`src/hw/rtl/mi3_pkg.sv`:
```
// Shared types, widths and index tables for the 3x3 matrix inverse block.
package mi3_pkg;

  localparam int unsigned IN_W   = 16;             // Q4.12 entry width
  localparam int unsigned IN_FRAC = IN_W - 4;
  localparam int unsigned OUT_W  = 32;             // Q16.16 entry width
  localparam int unsigned OUT_FRAC = OUT_W / 2;
  localparam int unsigned NENT   = 9;
  localparam int unsigned PRD_W  = 2 * IN_W;       // 2x2 minor product
  localparam int unsigned COF_W  = PRD_W + 1;      // cofactor, signed
  localparam int unsigned CMAG_W = PRD_W;          // cofactor magnitude
  localparam int unsigned DET_W  = IN_W + COF_W + 2; // determinant, signed
  localparam int unsigned DMAG_W = DET_W - 1;      // determinant magnitude
  localparam int unsigned SH     = IN_FRAC + OUT_FRAC; // numerator shift
  localparam int unsigned QBITS  = OUT_W;          // quotient bits computed
  localparam int unsigned PRE    = QBITS - SH;     // numerator bits pre-loaded
  localparam int unsigned REM_W  = DMAG_W;
  localparam int unsigned IN_TDATA_W  = NENT * IN_W;
  localparam int unsigned OUT_TDATA_W = NENT * OUT_W;
  localparam int unsigned OUT_TUSER_W = 2;
  localparam int unsigned QDEPTH = 4;
  localparam int unsigned QPTR_W = $clog2(QDEPTH);
  localparam int unsigned QCNT_W = $clog2(QDEPTH + 1);

  // tuser bit positions
  localparam int unsigned TU_SINGULAR = 0;
  localparam int unsigned TU_CLIPPED  = 1;

  localparam logic [OUT_W-1:0] POS_CAP = {1'b0, {(OUT_W-1){1'b1}}};
  localparam logic [OUT_W-1:0] NEG_CAP = {1'b1, {(OUT_W-1){1'b0}}};

  // Cofactor i = a[X]*a[Y] - a[Z]*a[W] (adjugate, already transposed)
  localparam int unsigned CF_X [NENT] = '{4, 2, 1, 5, 0, 2, 3, 1, 0};
  localparam int unsigned CF_Y [NENT] = '{8, 7, 5, 6, 8, 3, 7, 6, 4};
  localparam int unsigned CF_Z [NENT] = '{5, 1, 2, 3, 2, 0, 4, 0, 1};
  localparam int unsigned CF_W [NENT] = '{7, 8, 4, 8, 6, 5, 6, 7, 3};

  // Classified item handed from front to back
  typedef struct packed {
    logic [NENT-1:0][CMAG_W-1:0] cmag;
    logic [NENT-1:0]             neg;
    logic [NENT-1:0]             ovf;
    logic [DMAG_W-1:0]           dmag;
    logic                        singular;
  } mi3_item_t;

  function automatic logic signed [PRD_W-1:0] mul_in(input logic signed [IN_W-1:0] x,
                                                     input logic signed [IN_W-1:0] y);
    logic signed [PRD_W-1:0] xe;
    logic signed [PRD_W-1:0] ye;
    xe = PRD_W'(x);
    ye = PRD_W'(y);
    return xe * ye;
  endfunction

endpackage

```
`src/hw/rtl/mi3_queue.sv`:
```
// Short register queue between the classifying front and the divider back.
module mi3_queue (
  input  logic               clk,
  input  logic               rst,
  input  logic               push,
  output logic               ready,
  input  mi3_pkg::mi3_item_t wr_item,
  input  logic               pop,
  output logic               empty,
  output mi3_pkg::mi3_item_t rd_item
);
  import mi3_pkg::*;

  mi3_item_t          slot [QDEPTH];
  logic [QPTR_W-1:0]  wptr;
  logic [QPTR_W-1:0]  rptr;
  logic [QCNT_W-1:0]  cnt;

  assign ready   = (cnt != QCNT_W'(QDEPTH));
  assign empty   = (cnt == '0);
  assign rd_item = slot[rptr];

  // pointers and fill count
  always_ff @(posedge clk) begin
    if (rst) begin
      wptr <= '0;
      rptr <= '0;
      cnt  <= '0;
    end else begin
      if (push) wptr <= wptr + 1'b1;
      if (pop)  rptr <= rptr + 1'b1;
      cnt <= cnt + QCNT_W'(push) - QCNT_W'(pop);
    end
  end

  always_ff @(posedge clk) begin
    if (push) slot[wptr] <= wr_item;
  end

`ifndef SYNTH
  a_cnt_max: assert property (@(posedge clk) disable iff (rst) cnt <= QCNT_W'(QDEPTH))
    else $error("queue overfilled");
  a_no_pop_empty: assert property (@(posedge clk) disable iff (rst) pop |-> !empty)
    else $error("pop from empty queue");
  a_cnt_track: assert property (@(posedge clk) disable iff (rst)
      1'b1 |=> cnt == $past(cnt) + QCNT_W'($past(push)) - QCNT_W'($past(pop)))
    else $error("queue count mismatch");
`endif

endmodule

```
`config.mk`:
```
export PLATFORM = sky130hd
export DESIGN_NAME = mi3_queue
export DESIGN_NICKNAME = d
export VERILOG_FILES = /design/src/hw/rtl/mi3_pkg.sv /design/src/hw/rtl/mi3_queue.sv
export SDC_FILE = /design/constraint.sdc
export NUM_CORES = 1
export LEC_CHECK = 0
export BUFFER_PORTS_ARGS = -buffer_cell sky130_fd_sc_hd__buf_2
export CAP_MARGIN = 40
export CORE_UTILIZATION = 30
export DETAILED_ROUTE_END_ITERATION = 12
export GPL_TIMING_DRIVEN = 0
export PLACE_DENSITY_LB_ADDON = 0.1
export SLEW_MARGIN = 0
export SYNTH_ARGS = -nofsm -noshare
export SYNTH_HDL_FRONTEND = slang
export SYNTH_SLANG_ARGS = --single-unit
```
`constraint.sdc`:
```
create_clock -name clk -period 10.88 [get_ports clk]
set_input_delay 1.088 -clock clk [delete_from_list [all_inputs] [get_ports clk]]
set_output_delay 1.088 -clock clk [all_outputs]
set_load 0.03 [all_outputs]
```
# Word-level counts from Yosys, hierarchy flattened

Memory sizes are Yosys's and may differ from the RTL's. A register that Yosys moved wholly into a read port is not among the register bits.
Cells that the tools add are included.

Reduce and logical (&&, ||, !) cells: 1
Multiplexer cells: 4
Magnitude comparators: 0
Bitwise gates (word level): 0
Multipliers: 0
Eq/ne operators: 1
Div/mod/pow operators: 0
Shifts and indexed selects: 0
Add/subtract/negate cells: 4

Operators by type and width:

| cell                                         | count |
|---|---|
| adder 2 x 1 -> 2 bit, second input constant  | 2 |
| two-way mux 2 bit                            | 2 |
| adder 3 x 1 -> 3 bit                         | 1 |
| logical NOT 3 bit                            | 1 |
| inequality test 3 bit, second input constant | 1 |
| subtractor 3 x 1 -> 3 bit                    | 1 |
| two-way mux 1 bit                            | 2 |

Bits of input ports: 361
Output and inout bits: 359
Memories: 1
Latch bits: 0
Logic and storage cells: 14
Memory bits (read-only): 0
Register bits after elaboration: 7
Memory bits (writable): 1428

Memory list:

| name | words | bits a word | rd ports | clocked after Yosys merged registers in | wr ports | RTL line        | RTL |
|---|---|---|---|---|---|---|---|
| slot | 4     | 357         | 1        | 1                                       | 1        | mi3_queue.sv:14 | `mi3_item_t slot [QDEPTH];` |

# Depth between registers and ports, before layout

Word-level depth: 3
Mapped depth: 8
Depth with buffers taken out: 8

# Least setup slack after synthesis

Ideal clock, no wire load.

Path kind: input to register
Start point: input push
End point: memory slot[0][0] (netlist bit) (enable)
Setup time: 764 ps
Arrival: 9125 ps
Path slack: 991 ps
Required time: 10116 ps
Buffers on the path: 0
Stages on the path: 1
Path through: and2_1

Cells in the longest elaborated chain, start to end: 2

Ends and longest elaborated chain:

| item                                    | RTL line        | RTL |
|---|---|---|
| start, declared                         | mi3_queue.sv:5  | `input logic push,` |
| two-way mux 1 bit                       | mi3_queue.sv:37 | `if (push) slot[wptr] <= wr_item;` |
| two-way mux 1 bit (not written as such) | mi3_queue.sv:37 |  |
| end, declared                           | mi3_queue.sv:14 |  |

Every way passes these cells.

==> qor.log <==
[global_route] remaining global-route overflow 0
[placement] pre-CTS setup slack 7.475 ns
[clock_tree] maximum clock insertion buffer count 3
[global_route] most crowded layer after global routing met2
[clock_tree] master cell of the clock root buffer sky130_fd_sc_hd__clkbuf_16
[cells_and_area] number of fill cells in the layout 15,732
[placement] routability congestion estimate 0.7304
[placement] placed cells 4,971
[floorplanning] top-level I/O count 720
[timing] Final Slew Violations 0
[run_status] outcome completed
[hold_path] worst hold-check path type in -> reg
[cells_and_area] fin util 0.3764
[cells_and_area] fraction of final layout cells sized beyond drive strength 1 0.4745
[yosys] post-synthesis instance area 52,280 sq um
[cells_and_area] synthesis-to-finish area growth 24.06%
[placement] number of port buffers 718
[global_route] largest net degree at the start of global routing 51
[worst_setup_path] top fanout value on the critical path 10
[floorplanning] die area 176,000 sq um
[timing] Slew HR 0.5138
[timing] Final Setup Violations 0
[yosys] Synth Instances 1,908
[power] Lkg Pwr 21.50 nW
[placement] placed cell areas 59,700 sq um
[clock_tree] post-CTS setup buffer count 0
[floorplanning] initial core utilization 0.3034
[timing] minimum period implied by the final worst setup slack 4.022 ns
[timing] Hold Vio Cnt, Final 0
[yosys] synthesized flop and latch total 1,437
[timing] slew of the pin with the lowest slew margin 0.7293 ns
[yosys] Synth cell types 22
[floorplanning] die height 419.5 um
[timing] Worst Hold Margin 0.5057 ns
[detailed_routing] routed vias/inst 4.512
[cells_and_area] Non-Filler Instances 5,285
[run] max-cap check violation count 0
[clock_tree] clock latency reported for the late side of the worst-skew pair 0.79 ns
[clock_tree] CTS-repair resized insts 0
[power] power per unit of standard cell area 204.5 nW/um^2
[clock_tree] level count of the clock H-tree 4
[cells_and_area] # nets final 3,195
[detailed_routing] Routed Wire Length 132,000 um
[detailed_routing] routed wire length per instance 24.97 um
[worst_setup_path] launching element type of the critical path register
[power] Worst IR Drop VDD 0.0001609 V
[global_route] initial antenna violation count 93
[floorplanning] Die Wd 419.5 um
[yosys] Yosys warnings 0
[worst_setup_path] Critical Path RT 9.79 ns
[clock_tree] Inserted Clock Buffers 164
[worst_setup_path] critical path capture point type output pin
[global_route] global-route total usage across every layer 0.1493
[cells_and_area] final std cell area, no fill 64,860 sq um
[detailed_routing] number of nets with antenna violations after detailed routing 0
[power] total chip power 13.26 mW
[global_route] met1 Resource Use GR 0.1590
[timing] unrepaired setup endpoints after global routing no
[global_route] vias in the first global route 25,770
[placement] HPWL Detailed 89,720 um
[detailed_routing] total number of vias 23,847
[clock_tree] total clock sinks 1,437
[timing] maximum achievable frequency 0.2486 GHz
[floorplanning] # rows 152
[floorplanning] Core Box Area 172,300 sq um
[detailed_routing] Iter 0 DRT Violations 1,268
[clock_tree] Post-CTS Hold Fix Bufs 0
[timing] final clock period utilization by the worst path 0.3697
[global_route] first-pass GRT wire length 185,900 um
[clock_tree] Clock Pin Slew Worst Setup and Hold Paths 0.06 ns
[worst_setup_path] Worst EP arrival 2.93 ns
[timing] Worst Slack Setup Final 6.858 ns
[global_route] GR Util met2 0.2717
[yosys] sequential area share after synthesis 0.8236
[timing] largest clock skew in the final design 0.02457 ns
[worst_setup_path] worst setup path category reg -> out
[global_route] met3 Track Usage GR 0.04265
[detailed_routing] first-pass detailed-route iteration total 4
[yosys] mean area per synthesized cell 27.40 sq um
[clock_tree] clock tree from TritonCTS done
[detailed_routing] number of DRC violations after detailed routing 0
[timing] final total negative setup slack 0 ns
[yosys] total nets after synthesis 2,276
## area by class of cell
| type | count | area (sq um) | area share |
|---|---|---|---|
| antenna | 12 | 30.03 | 0.0004630 |
| clock buffer | 210 | 4340 | 0.06692 |
| sequential | 1437 | 43060 | 0.6639 |
| inverter | 5 | 18.77 | 0.0002894 |
| multi-input combinational | 385 | 8284 | 0.1277 |
| clock inverter | 92 | 794.5 | 0.01225 |
| timing repair buffer | 753 | 4512 | 0.06956 |
| tap | 2310 | 2890 | 0.04456 |
| buffer | 81 | 929.6 | 0.01433 |
## sequential cells by signal, indices dropped and copies added, names as in the netlist, named ones only
signal,cells
slot,1428
cnt,3
rptr,2
wptr,2
## synth_stat cells
cell                          n  area [sq um]
sky130_fd_sc_hd__ha_1         6         75.07
sky130_fd_sc_hd__mux4_2     357          8040
sky130_fd_sc_hd__nor3_1       1         5.000
sky130_fd_sc_hd__and2_1       4         25.02
sky130_fd_sc_hd__buf_12      33         660.6
sky130_fd_sc_hd__nand2_1      1         3.750
sky130_fd_sc_hd__dfxtp_1      9         180.2
sky130_fd_sc_hd__xnor3_1      1         22.52
sky130_fd_sc_hd__nand3b_1     1         7.510
sky130_fd_sc_hd__inv_1        5         18.77
sky130_fd_sc_hd__a21oi_1      1         5.000
sky130_fd_sc_hd__buf_6        5         56.30
sky130_fd_sc_hd__buf_4        2         15.01
sky130_fd_sc_hd__clkbuf_1     6         22.52
sky130_fd_sc_hd__a21bo_2      1         10.01
sky130_fd_sc_hd__xnor2_1      2         17.52
sky130_fd_sc_hd__buf_2       35         175.2
sky130_fd_sc_hd__mux2i_1      1         10.01
sky130_fd_sc_hd__nor2b_1      1         6.260
sky130_fd_sc_hd__fa_1         1         20.02
sky130_fd_sc_hd__edfxtp_1  1428         42880
sky130_fd_sc_hd__nor2_1       7         26.28
## critical path, stage by stage (launching register included)
cell and delay (ns):
sky130_fd_sc_hd__dfxtp_1 0.30, sky130_fd_sc_hd__buf_2 0.22, sky130_fd_sc_hd__clkbuf_1 0.47, sky130_fd_sc_hd__buf_8 0.22, sky130_fd_sc_hd__buf_2 0.33, sky130_fd_sc_hd__mux4_2 0.35, sky130_fd_sc_hd__buf_2 0.22
## report_power, final
part,switching (mW),leakage (nW),internal [mW]
sequential,0.0501,13.2,6.37
combinational,1.03,5.82,0.576
clock,2.16,2.48,3.08
total,3.24,21.5,10.0
## metal layers
layer,share of wire,vias up
li1,-,10250
met1,0.35,12487
met2,0.54,712
met3,0.059,366
met4,0.042,32
met5,0.0014,-
## cell families after synthesis
kind of cell,Yosys count,share of synthesized area
buffers and inverters,86,0.01814
AO/OA/AOI/OAI,2,0.0002871
adder cells (fa/ha/maj),7,0.001819
multiplexers,358,0.1540
XOR/XNOR,3,0.0007658
flip-flops,1437,0.8236
AND/OR/NAND/NOR,15,0.001412
## path summary, 6_finish.rpt
kind              cells after the start  slack [ns]                  from                endpoint
setup / recovery                      6        6.86              register            rd_item[226]
hold / removal                        1        0.51          wr_item[137]  slot[0][137]$_DFFE_PP_
setup reg to reg                      5        8.34  wptr[0]$_SDFFE_PP0P_  slot[3][236]$_DFFE_PP_
hold reg to reg                       2        0.55  rptr[0]$_SDFFE_PP0P_                register
## placed cells by master (no fill, tap or decap), types with 2 or more instances in the layout
cell type,netlist,final
sky130_fd_sc_hd__and2_4,0,4
sky130_fd_sc_hd__buf_12,33,34
sky130_fd_sc_hd__buf_16,0,31
sky130_fd_sc_hd__buf_2,35,753
sky130_fd_sc_hd__buf_4,2,2
sky130_fd_sc_hd__buf_6,5,5
sky130_fd_sc_hd__buf_8,0,3
sky130_fd_sc_hd__bufinv_16,0,11
sky130_fd_sc_hd__clkbuf_1,6,49
sky130_fd_sc_hd__clkbuf_16,0,167
sky130_fd_sc_hd__clkinv_1,0,43
sky130_fd_sc_hd__clkinv_2,0,20
sky130_fd_sc_hd__clkinv_8,0,4
sky130_fd_sc_hd__clkinvlp_4,0,6
sky130_fd_sc_hd__dfxtp_1,9,9
sky130_fd_sc_hd__diode_2,0,12
sky130_fd_sc_hd__edfxtp_1,1428,1428
sky130_fd_sc_hd__ha_1,6,6
sky130_fd_sc_hd__inv_1,5,5
sky130_fd_sc_hd__inv_16,0,2
sky130_fd_sc_hd__inv_6,0,5
sky130_fd_sc_hd__mux4_2,357,357
sky130_fd_sc_hd__nor2_1,7,7
sky130_fd_sc_hd__xnor2_1,2,2
Note: power is estimated with default switching activity, not from simulation.
